File: config.mk
export PLATFORM = sky130hd
export DESIGN_NAME = udp_receive_checksum_classifier_top_flat
export DESIGN_NICKNAME = d
export VERILOG_FILES = /design/src/udprc_pkg.sv /design/src/udprc_intf.sv /design/src/udprc_front.sv /design/src/udprc_queue.sv /design/src/udprc_back.sv /design/src/udp_receive_checksum_classifier_top.sv /design/src/flat_wrapper.sv
export SDC_FILE = /design/constraint.sdc
export NUM_CORES = 2
export LEC_CHECK = 0
export BUFFER_PORTS_ARGS = -buffer_cell sky130_fd_sc_hd__buf_2
export CORE_MARGIN = 2
export CORE_UTILIZATION = 25
export CTS_CLUSTER_DIAMETER = 120
export CTS_CLUSTER_SIZE = 28
export DETAILED_ROUTE_END_ITERATION = 7
export PLACE_DENSITY_LB_ADDON = 0.15
export RECOVER_POWER = 25
export SLEW_MARGIN = 15
export SYNTH_ARGS = -nofsm -noshare
export SYNTH_HDL_FRONTEND = slang
export SYNTH_SLANG_ARGS = --single-unit
File: constraint.sdc
create_clock -name i_clk -period 6.7 [get_ports i_clk]
set_clock_uncertainty 0.2 [all_clocks]
set_input_delay 0.67 -clock i_clk [delete_from_list [all_inputs] [get_ports i_clk]]
set_output_delay 0.67 -clock i_clk [all_outputs]
set_load 0.03 [all_outputs]
File: src/udprc_pkg.sv
`timescale 1ns / 1ps

package udprc_pkg;

    localparam int CFG_IDX_W = 2;
    localparam logic [CFG_IDX_W-1:0] REG_ECHO_PORT    = 2'd0;
    localparam logic [CFG_IDX_W-1:0] REG_DISCARD_PORT = 2'd1;

    localparam logic [15:0] ECHO_PORT_RST    = 16'd7;
    localparam logic [15:0] DISCARD_PORT_RST = 16'd9;

    localparam logic [18:0] UDP_PROTO  = 19'd17;
    localparam logic [15:0] HEADER_LEN = 16'd8;
    localparam logic [15:0] POS_MAX    = 16'hffff;
    localparam logic [15:0] HI_BYTE    = 16'hff00;

    typedef enum logic [1:0] {
        VERDICT_DELIVER  = 2'd0,
        VERDICT_ECHO     = 2'd1,
        VERDICT_DISCARD  = 2'd2,
        VERDICT_CSUM_ERR = 2'd3
    } t_verdict;

    typedef struct packed {
        logic [15:0] echo_port;
        logic [15:0] discard_port;
    } t_cfg;

    typedef struct packed {
        logic [31:0] running_sum;
        logic [18:0] pseudo_sum;
        logic [15:0] udp_length;
        logic [15:0] rx_checksum;
        logic [15:0] source_port;
        logic [15:0] dest_port;
        logic        truncated;
    } t_seg_rec;

endpackage

File: src/udprc_intf.sv
`timescale 1ns / 1ps

interface udprc_seg_if;
    logic        valid;
    logic        ready;
    logic [7:0]  seg_byte;
    logic [31:0] source_ip;
    logic [31:0] dest_ip;
    logic        last_byte;

    modport source (output valid, seg_byte, source_ip, dest_ip, last_byte, input ready);
    modport sink (input valid, seg_byte, source_ip, dest_ip, last_byte, output ready);
endinterface

interface udprc_res_if import udprc_pkg::*; ();
    logic        valid;
    logic        ready;
    t_verdict    verdict;
    logic [15:0] computed_sum;
    logic [15:0] udp_length;
    logic [15:0] source_port;
    logic [15:0] dest_port;
    logic        truncated;

    modport source (output valid, verdict, computed_sum, udp_length, source_port, dest_port,
                    truncated, input ready);
    modport sink (input valid, verdict, computed_sum, udp_length, source_port, dest_port,
                  truncated, output ready);
endinterface

interface udprc_cfg_if import udprc_pkg::*; ();
    logic                 valid;
    logic                 ready;
    logic [CFG_IDX_W-1:0] index;
    logic [15:0]          data;

    modport source (output valid, index, data, input ready);
    modport sink (input valid, index, data, output ready);
endinterface

File: src/udprc_front.sv
`timescale 1ns / 1ps

module udprc_front import udprc_pkg::*; (
    input  logic          i_clk,
    input  logic          i_rst_n,
    udprc_seg_if.sink     i_seg,
    input  logic          i_queue_full,
    output logic          o_push,
    output t_seg_rec      o_rec
);

    logic [15:0] r_pos, n_pos;
    logic [7:0]  r_hold, n_hold;
    logic [15:0] r_len, n_len;
    logic [15:0] r_rx, n_rx;
    logic [15:0] r_sp, n_sp;
    logic [15:0] r_dp, n_dp;
    logic [31:0] r_running, n_running;
    logic [18:0] r_pseudo, n_pseudo;
    logic        pos0;
    logic        accept;
    logic [15:0] word;

    assign i_seg.ready = !i_queue_full;
    assign accept      = i_seg.valid && i_seg.ready;
    assign pos0        = (r_pos == 16'd0);
    assign word        = {r_hold, i_seg.seg_byte};

    always_comb begin
        n_hold    = pos0 ? 8'd0  : r_hold;
        n_len     = pos0 ? 16'd0 : r_len;
        n_rx      = pos0 ? 16'd0 : r_rx;
        n_sp      = pos0 ? 16'd0 : r_sp;
        n_dp      = pos0 ? 16'd0 : r_dp;
        n_running = pos0 ? 32'd0 : r_running;
        n_pseudo  = r_pseudo;
        if (pos0) begin
            n_pseudo = {3'b000, i_seg.source_ip[31:16]} + {3'b000, i_seg.source_ip[15:0]}
                     + {3'b000, i_seg.dest_ip[31:16]} + {3'b000, i_seg.dest_ip[15:0]}
                     + UDP_PROTO;
        end
        if (r_pos < HEADER_LEN) begin
            if (!r_pos[0]) begin
                n_hold = i_seg.seg_byte;
            end else begin
                case (r_pos[2:1])
                    2'd0:    n_sp = word;
                    2'd1:    n_dp = word;
                    2'd2:    n_len = word;
                    default: n_rx = word;
                endcase
            end
        end else if (r_pos < r_len) begin
            if (r_pos[0]) begin
                n_running = r_running + {24'd0, i_seg.seg_byte};
            end else begin
                n_running = r_running + {16'd0, i_seg.seg_byte, 8'd0};
            end
        end
        n_pos = (r_pos == POS_MAX) ? r_pos : r_pos + 16'd1;
    end

    assign o_push = accept && i_seg.last_byte;

    always_comb begin
        o_rec.running_sum = n_running;
        o_rec.pseudo_sum  = n_pseudo;
        o_rec.udp_length  = n_len;
        o_rec.rx_checksum = n_rx;
        o_rec.source_port = n_sp;
        o_rec.dest_port   = n_dp;
        o_rec.truncated   = (({1'b0, r_pos} + 17'd1) < {1'b0, n_len});
    end

    always_ff @(posedge i_clk) begin
        if (!i_rst_n || o_push) begin
            r_pos     <= '0;
            r_hold    <= '0;
            r_len     <= '0;
            r_rx      <= '0;
            r_sp      <= '0;
            r_dp      <= '0;
            r_running <= '0;
            r_pseudo  <= '0;
        end else if (accept) begin
            r_pos     <= n_pos;
            r_hold    <= n_hold;
            r_len     <= n_len;
            r_rx      <= n_rx;
            r_sp      <= n_sp;
            r_dp      <= n_dp;
            r_running <= n_running;
            r_pseudo  <= n_pseudo;
        end
    end

endmodule

File: src/udprc_queue.sv
`timescale 1ns / 1ps

module udprc_queue import udprc_pkg::*; #(
    parameter int DEPTH = 4
) (
    input  logic     i_clk,
    input  logic     i_rst_n,
    input  logic     i_push,
    input  t_seg_rec i_rec,
    input  logic     i_pop,
    output logic     o_full,
    output logic     o_valid,
    output t_seg_rec o_rec
);

    localparam int PTR_W = (DEPTH > 1) ? $clog2(DEPTH) : 1;
    localparam int CNT_W = $clog2(DEPTH + 1);
    localparam logic [PTR_W-1:0] PTR_LAST = PTR_W'(DEPTH - 1);
    localparam logic [CNT_W-1:0] CNT_FULL = CNT_W'(DEPTH);

    t_seg_rec         r_mem [DEPTH];
    logic [PTR_W-1:0] r_wptr, r_rptr;
    logic [CNT_W-1:0] r_count;
    logic             do_pop;

    assign o_full  = (r_count == CNT_FULL);
    assign o_valid = (r_count != '0);
    assign o_rec   = r_mem[r_rptr];
    assign do_pop  = i_pop && o_valid;

    always_ff @(posedge i_clk) begin
        if (i_push) begin
            r_mem[r_wptr] <= i_rec;
        end
    end

    always_ff @(posedge i_clk) begin
        if (!i_rst_n) begin
            r_wptr  <= '0;
            r_rptr  <= '0;
            r_count <= '0;
        end else begin
            if (i_push) begin
                r_wptr <= (r_wptr == PTR_LAST) ? '0 : r_wptr + 1'b1;
            end
            if (do_pop) begin
                r_rptr <= (r_rptr == PTR_LAST) ? '0 : r_rptr + 1'b1;
            end
            if (i_push && !do_pop) begin
                r_count <= r_count + 1'b1;
            end else if (!i_push && do_pop) begin
                r_count <= r_count - 1'b1;
            end
        end
    end

endmodule

File: src/udprc_back.sv
`timescale 1ns / 1ps

module udprc_back import udprc_pkg::*; (
    input  logic        i_clk,
    input  logic        i_rst_n,
    input  t_cfg        i_cfg,
    input  logic        i_valid,
    input  t_seg_rec    i_rec,
    output logic        o_pop,
    udprc_res_if.source o_res
);

    logic        r_v1, r_v2, r_vo;
    logic        adv1, adv2, advo;

    logic [31:0] r1_running;
    logic [19:0] r1_hdr;
    logic [15:0] r1_len, r1_rx, r1_sp, r1_dp;
    logic        r1_trunc;

    logic [31:0] r2_sum;
    logic [15:0] r2_len, r2_rx, r2_sp, r2_dp;
    logic        r2_trunc;

    logic [15:0] hw0, hw1, hw2;
    logic [19:0] n_hdr;
    logic [16:0] fold1;
    logic [15:0] fold2, computed;
    logic        csum_ok;
    t_verdict    n_verdict;

    t_verdict    r_verdict;
    logic [15:0] r_computed, r_len_o, r_sp_o, r_dp_o;
    logic        r_trunc_o;

    assign advo  = !r_vo || o_res.ready;
    assign adv2  = !r_v2 || advo;
    assign adv1  = !r_v1 || adv2;
    assign o_pop = i_valid && adv1;

    // Header words count only for the bytes that lie below the length field.
    always_comb begin
        hw0 = (i_rec.udp_length > 16'd1) ? i_rec.source_port :
              (i_rec.udp_length > 16'd0) ? (i_rec.source_port & HI_BYTE) : 16'd0;
        hw1 = (i_rec.udp_length > 16'd3) ? i_rec.dest_port :
              (i_rec.udp_length > 16'd2) ? (i_rec.dest_port & HI_BYTE) : 16'd0;
        hw2 = (i_rec.udp_length > 16'd5) ? i_rec.udp_length :
              (i_rec.udp_length > 16'd4) ? (i_rec.udp_length & HI_BYTE) : 16'd0;
        n_hdr = {1'b0, i_rec.pseudo_sum} + {4'd0, i_rec.udp_length}
              + {4'd0, hw0} + {4'd0, hw1} + {4'd0, hw2};
    end

    always_comb begin
        fold1    = {1'b0, r2_sum[15:0]} + {1'b0, r2_sum[31:16]};
        fold2    = fold1[15:0] + {15'd0, fold1[16]};
        computed = ~fold2;
        csum_ok  = (r2_rx == 16'd0) || (r2_rx == computed)
                || ((r2_rx == 16'hffff) && (computed == 16'd0));
        if (!csum_ok) begin
            n_verdict = VERDICT_CSUM_ERR;
        end else if (r2_dp == i_cfg.echo_port) begin
            n_verdict = VERDICT_ECHO;
        end else if (r2_dp == i_cfg.discard_port) begin
            n_verdict = VERDICT_DISCARD;
        end else begin
            n_verdict = VERDICT_DELIVER;
        end
    end

    always_ff @(posedge i_clk) begin
        if (!i_rst_n) begin
            r_v1 <= 1'b0;
            r_v2 <= 1'b0;
            r_vo <= 1'b0;
        end else begin
            if (adv1) begin
                r_v1 <= i_valid;
            end
            if (adv2) begin
                r_v2 <= r_v1;
            end
            if (advo) begin
                r_vo <= r_v2;
            end
        end
    end

    always_ff @(posedge i_clk) begin
        if (adv1) begin
            r1_running <= i_rec.running_sum;
            r1_hdr     <= n_hdr;
            r1_len     <= i_rec.udp_length;
            r1_rx      <= i_rec.rx_checksum;
            r1_sp      <= i_rec.source_port;
            r1_dp      <= i_rec.dest_port;
            r1_trunc   <= i_rec.truncated;
        end
        if (adv2) begin
            r2_sum   <= r1_running + {12'd0, r1_hdr};
            r2_len   <= r1_len;
            r2_rx    <= r1_rx;
            r2_sp    <= r1_sp;
            r2_dp    <= r1_dp;
            r2_trunc <= r1_trunc;
        end
        if (advo) begin
            r_verdict  <= n_verdict;
            r_computed <= computed;
            r_len_o    <= r2_len;
            r_sp_o     <= r2_sp;
            r_dp_o     <= r2_dp;
            r_trunc_o  <= r2_trunc;
        end
    end

    assign o_res.valid        = r_vo;
    assign o_res.verdict      = r_verdict;
    assign o_res.computed_sum = r_computed;
    assign o_res.udp_length   = r_len_o;
    assign o_res.source_port  = r_sp_o;
    assign o_res.dest_port    = r_dp_o;
    assign o_res.truncated    = r_trunc_o;

endmodule

File: src/udp_receive_checksum_classifier_top.sv
`timescale 1ns / 1ps
// Accepts one segment byte per cycle while the queue is not full, with no gaps between segments.
// Each record is queued, then passes r1, r2 and the output stage; one result per cycle while ready is high.
// Rate is set by the single add into the running sum; the check runs in a 3-stage back pipeline.
// Reset is synchronous and active low: it clears segment state, queue and pipeline,
// and sets the echo port to 7 and the discard port to 9.

module udp_receive_checksum_classifier_top import udprc_pkg::*; #(
    parameter int QUEUE_DEPTH = 4
) (
    input  logic        i_clk,
    input  logic        i_rst_n,
    udprc_seg_if.sink   i_seg,
    udprc_cfg_if.sink   i_cfg,
    udprc_res_if.source o_res
);

    t_cfg     r_cfg;
    logic     push, pop, q_full, q_valid;
    t_seg_rec front_rec, head_rec;

    assign i_cfg.ready = 1'b1;

    always_ff @(posedge i_clk) begin
        if (!i_rst_n) begin
            r_cfg.echo_port    <= ECHO_PORT_RST;
            r_cfg.discard_port <= DISCARD_PORT_RST;
        end else if (i_cfg.valid && i_cfg.ready) begin
            case (i_cfg.index)
                REG_ECHO_PORT:    r_cfg.echo_port <= i_cfg.data;
                REG_DISCARD_PORT: r_cfg.discard_port <= i_cfg.data;
                default:          ;
            endcase
        end
    end

    udprc_front u_front (
        .i_clk        (i_clk),
        .i_rst_n      (i_rst_n),
        .i_seg        (i_seg),
        .i_queue_full (q_full),
        .o_push       (push),
        .o_rec        (front_rec)
    );

    udprc_queue #(
        .DEPTH (QUEUE_DEPTH)
    ) u_queue (
        .i_clk   (i_clk),
        .i_rst_n (i_rst_n),
        .i_push  (push),
        .i_rec   (front_rec),
        .i_pop   (pop),
        .o_full  (q_full),
        .o_valid (q_valid),
        .o_rec   (head_rec)
    );

    udprc_back u_back (
        .i_clk   (i_clk),
        .i_rst_n (i_rst_n),
        .i_cfg   (r_cfg),
        .i_valid (q_valid),
        .i_rec   (head_rec),
        .o_pop   (pop),
        .o_res   (o_res)
    );

endmodule

File: src/flat_wrapper.sv
// flat-port wrapper written by rule: the top's interface ports become plain ports
module udp_receive_checksum_classifier_top_flat import udprc_pkg::*;
#(
    parameter int QUEUE_DEPTH = 4
)
  (i_clk, i_rst_n, i_seg_valid, i_seg_seg_byte, i_seg_source_ip, i_seg_dest_ip, i_seg_last_byte, i_seg_ready, i_cfg_valid, i_cfg_index, i_cfg_data, i_cfg_ready, o_res_valid, o_res_verdict, o_res_computed_sum, o_res_udp_length, o_res_source_port, o_res_dest_port, o_res_truncated, o_res_ready);
  udprc_seg_if i_seg_i ();
  udprc_cfg_if i_cfg_i ();
  udprc_res_if o_res_i ();
  input  logic i_clk;
  input  logic i_rst_n;
  input wire logic [$bits(i_seg_i.valid)-1:0] i_seg_valid;
  input wire logic [$bits(i_seg_i.seg_byte)-1:0] i_seg_seg_byte;
  input wire logic [$bits(i_seg_i.source_ip)-1:0] i_seg_source_ip;
  input wire logic [$bits(i_seg_i.dest_ip)-1:0] i_seg_dest_ip;
  input wire logic [$bits(i_seg_i.last_byte)-1:0] i_seg_last_byte;
  output wire logic [$bits(i_seg_i.ready)-1:0] i_seg_ready;
  input wire logic [$bits(i_cfg_i.valid)-1:0] i_cfg_valid;
  input wire logic [$bits(i_cfg_i.index)-1:0] i_cfg_index;
  input wire logic [$bits(i_cfg_i.data)-1:0] i_cfg_data;
  output wire logic [$bits(i_cfg_i.ready)-1:0] i_cfg_ready;
  output wire logic [$bits(o_res_i.valid)-1:0] o_res_valid;
  output wire logic [$bits(o_res_i.verdict)-1:0] o_res_verdict;
  output wire logic [$bits(o_res_i.computed_sum)-1:0] o_res_computed_sum;
  output wire logic [$bits(o_res_i.udp_length)-1:0] o_res_udp_length;
  output wire logic [$bits(o_res_i.source_port)-1:0] o_res_source_port;
  output wire logic [$bits(o_res_i.dest_port)-1:0] o_res_dest_port;
  output wire logic [$bits(o_res_i.truncated)-1:0] o_res_truncated;
  input wire logic [$bits(o_res_i.ready)-1:0] o_res_ready;
  assign i_seg_i.valid = i_seg_valid;
  assign i_seg_i.seg_byte = i_seg_seg_byte;
  assign i_seg_i.source_ip = i_seg_source_ip;
  assign i_seg_i.dest_ip = i_seg_dest_ip;
  assign i_seg_i.last_byte = i_seg_last_byte;
  assign i_seg_ready = i_seg_i.ready;
  assign i_cfg_i.valid = i_cfg_valid;
  assign i_cfg_i.index = i_cfg_index;
  assign i_cfg_i.data = i_cfg_data;
  assign i_cfg_ready = i_cfg_i.ready;
  assign o_res_valid = o_res_i.valid;
  assign o_res_verdict = o_res_i.verdict;
  assign o_res_computed_sum = o_res_i.computed_sum;
  assign o_res_udp_length = o_res_i.udp_length;
  assign o_res_source_port = o_res_i.source_port;
  assign o_res_dest_port = o_res_i.dest_port;
  assign o_res_truncated = o_res_i.truncated;
  assign o_res_i.ready = o_res_ready;
  udp_receive_checksum_classifier_top #(.QUEUE_DEPTH(QUEUE_DEPTH)) u_core (.i_clk(i_clk), .i_rst_n(i_rst_n), .i_seg(i_seg_i), .i_cfg(i_cfg_i), .o_res(o_res_i));
endmodule
==> flow_summary.toml <==
[sta]
maxSlewViolCount = 119
min_period_ns = 6.358
period_share = 0.9489
hold_viol = 0
rsz0062_at_grt = "no"
worst_pin_slew_ns = 4.254
finalSetupViolCount = 0
slew_headroom = -1.836
fin_hold_ws_ns = 0.06059
timing.fmax_mhz = 157.3
setup_tns_ns = 0

[layout]
ff_latch_area_um2 = 26040
area_growth_syn_to_layout_pct = 12.61
design_area_um2 = 47660
drive_above_1_share = 0.1233
multi_input_area_um2 = 15300
num-fill-cells = 17180
fin_nets = 3589

[drt]
top_layer = "met5"
drt_pass1_iterations = 5
met1_length_mm = 57.65
ant_nets = 0
vias = 24970
drt_iter0_markers = 1823
vias_per_cell = 4.531
wirelength_mm = 118.6
dr_wl_met2_mm = 55.55
wl_met3_mm = 3.769
wl_per_cell_um = 21.52
drc = 0

[yosys]
synthesis.nets = 3403
synth.distinct_cells = 77
synth_top_family_by_area = "simple AND/OR/NAND/NOR gates"
synth_ff_type = "edfxtp_1"
synthArstFlopShare = 0
yosysSeqAreaShare = 0.6152
synth_edf_count = 745
synth.yosys.warnings = 0
synth_compound_area_frac = 0.07841
syn_area_per_cell_um2 = 13.77
synthSimpleGateAreaFrac = 0.08908
ys_ff_latch = 928
synthXorXnorAreaFrac = 0.03696
synth_adder_area_share = 0.08361
synthesis.area_um2 = 42320
synth_mux_area_frac = 0.07004
synthCells = 3074

[outcome]
violations = "max-capacitance violations, max-slew violations"
status = "finished, violations left"

[pwr]
leakagePower_nw = 16.94
ir_drop_mv = 0.7455
p_per_area_nw_per_um2 = 549.4

[cts]
clock_latency_ns = 0.67
htree_levels = 2
clockBufferDepth = 3
tritoncts = "yes"
clock-sinks = 928
cts_buffers = 43
cts-root-buf = "clkbuf_16"
path_clk_slew_ns = 0.12

[global_routing]
antenna_found_initial = 8
grt_overflow = 0
grt_pass1_wl_mm = 174.5
grt_max_degree = 86
grt_usage = 0.1353
grt_pass1_vias = 24820

[place]
place_area_um2 = 46320
place_congestion = 0.7748
hpwl_mm = 82.68
port_buffers = 164

[setup_path]
cp_max_fo = 11
crit_path_frequent_cell = "fa_1"
arrival_ns = 6.59
worstSetupEndpointType = "register"
required_ns = 6.93
cpPeakStageDelay_ns = 0.53
cp_slowest_cell = "mux4_2"
cp-start-kind = "register"
path_class = "reg2reg"

[die]
coreArea_um2 = 168700
die_w_um = 415.4
start_util = 0.2508
ioPinCount = 166
placementRows = 151
die_y_um = 415.4
die-area_um2 = 172600

[hold_path]
min_path_type = "in2reg"

[job]
maxCapViolations = 2
-- critical path, delay by kind of cell (launching register included) --
kind	cells	cell delay, ns
compound gates	8	1.30
xor+xnor	1	0.06
fa+ha+maj	5	2.05
buf+inv	5	0.50
flops	1	0.48
mux	1	0.53
simple gates	6	1.01
-- worst paths after layout --
check | start | endpoint | slack, ns | depth (start not counted)
min | i_cfg_data[10] | u_core.r_cfg[10] | 0.06 | 3
max | register | u_core.u_back.r1_hdr[17] | 0.34 | 26
min reg2reg | u_core.u_back.r1_dp[13] | u_core.u_back.r2_dp[13] | 0.22 | 0
max reg2reg | register | u_core.u_back.r1_hdr[17] | 0.34 | 26
-- cells in the final DEF, fill, tap and decap left out, types with 83 or more instances in the layout --
cell type,netlist,routed
dfxtp_1,183,181
clkbuf_1,100,106
nand2_1,372,370
fa_1,83,83
nor2_1,112,109
buf_2,1,95
o21ai_0,97,92
a21oi_1,165,165
xnor2_1,84,84
mux4_2,128,128
ha_1,150,150
inv_1,181,180
edfxtp_1,745,745
-- area by class of cell --
class                           instances  share of cell area
Clock buffer                           67             0.02512
Antenna cell                            1          0.00005251
Timing Repair Buffer                  259             0.03093
Multi-Input combinational cell       1847              0.3210
Sequential cell                       928              0.5464
Clock inverter                         11            0.003938
Inverter                              181             0.01428
Tap cell                             2218             0.05823
-- report_power, final --
group | total (mW) | switching (mW) | internal, mW
logic | 14.0 | 8.18 | 5.85
registers | 8.89 | 0.615 | 8.27
clock network | 3.27 | 1.96 | 1.31
total | 26.2 | 10.8 | 15.4
-- synthesized netlist by cell type, types with 74 or more instances --
cell	n	area, um^2
dfxtp_1	183	3664
a21oi_1	165	825.8
nand2_1	372	1396
nor2_1	112	420.4
edfxtp_1	745	22370
o21ai_0	97	485.5
inv_1	181	679.4
clkbuf_1	100	375.4
fa_1	83	1662
mux4_2	128	2883
xor2_1	74	648.1
xnor2_1	84	735.7
ha_1	150	1877
-- kinds of logic after synthesis --
family / Yosys count
flip-flops: 928
buffers and inverters: 299
adder cells (fa/ha/maj): 233
AO/OA/AOI/OAI: 508
AND/OR/NAND/NOR: 803
multiplexers: 136
other: 1
XOR/XNOR: 166
-- timing repair --
action,in CTS,in global routing
setup endpoints to repair,1,7
resized for setup,2,14
gates cloned,0,0
pin swaps,1,4
hold buffers,3,0
buffers inserted,0,2
endpoints found under the hold margin,3,0
-- per-layer routing --
metal	global-route usage	vias up
met4	0.02264	4
met3	0.01487	91
li1	-	11710
met1	0.1952	12770
met2	0.2214	402
met5	0	-
-- registers in the layout, summed over array words and instances (netlist names), 19 cells and up, named ones only --
signal / cells
u_core.r_cfg: 32
u_core.u_back.r1_hdr: 20
u_core.u_back.r1_running: 32
u_core.u_back.r2_sum: 32
u_core.u_front.r_pseudo: 19
u_core.u_front.r_running: 32
u_core.u_queue.r_mem: 464
-- through the flow --
step,total power [mW],cells,utilization,setup WS [ns]
floorplan,18.06,3074,-,0.1921
global route,28.23,5511,0.2825,0.002252
CTS,26.44,5509,0.2830,0.02707
detailed placement,23.04,5428,0.2746,-0.04266
finish,26.18,5512,0.2825,0.3422
global placement,23.10,5428,0.2746,-0.005346
Note: power is estimated with default switching activity, not from simulation.
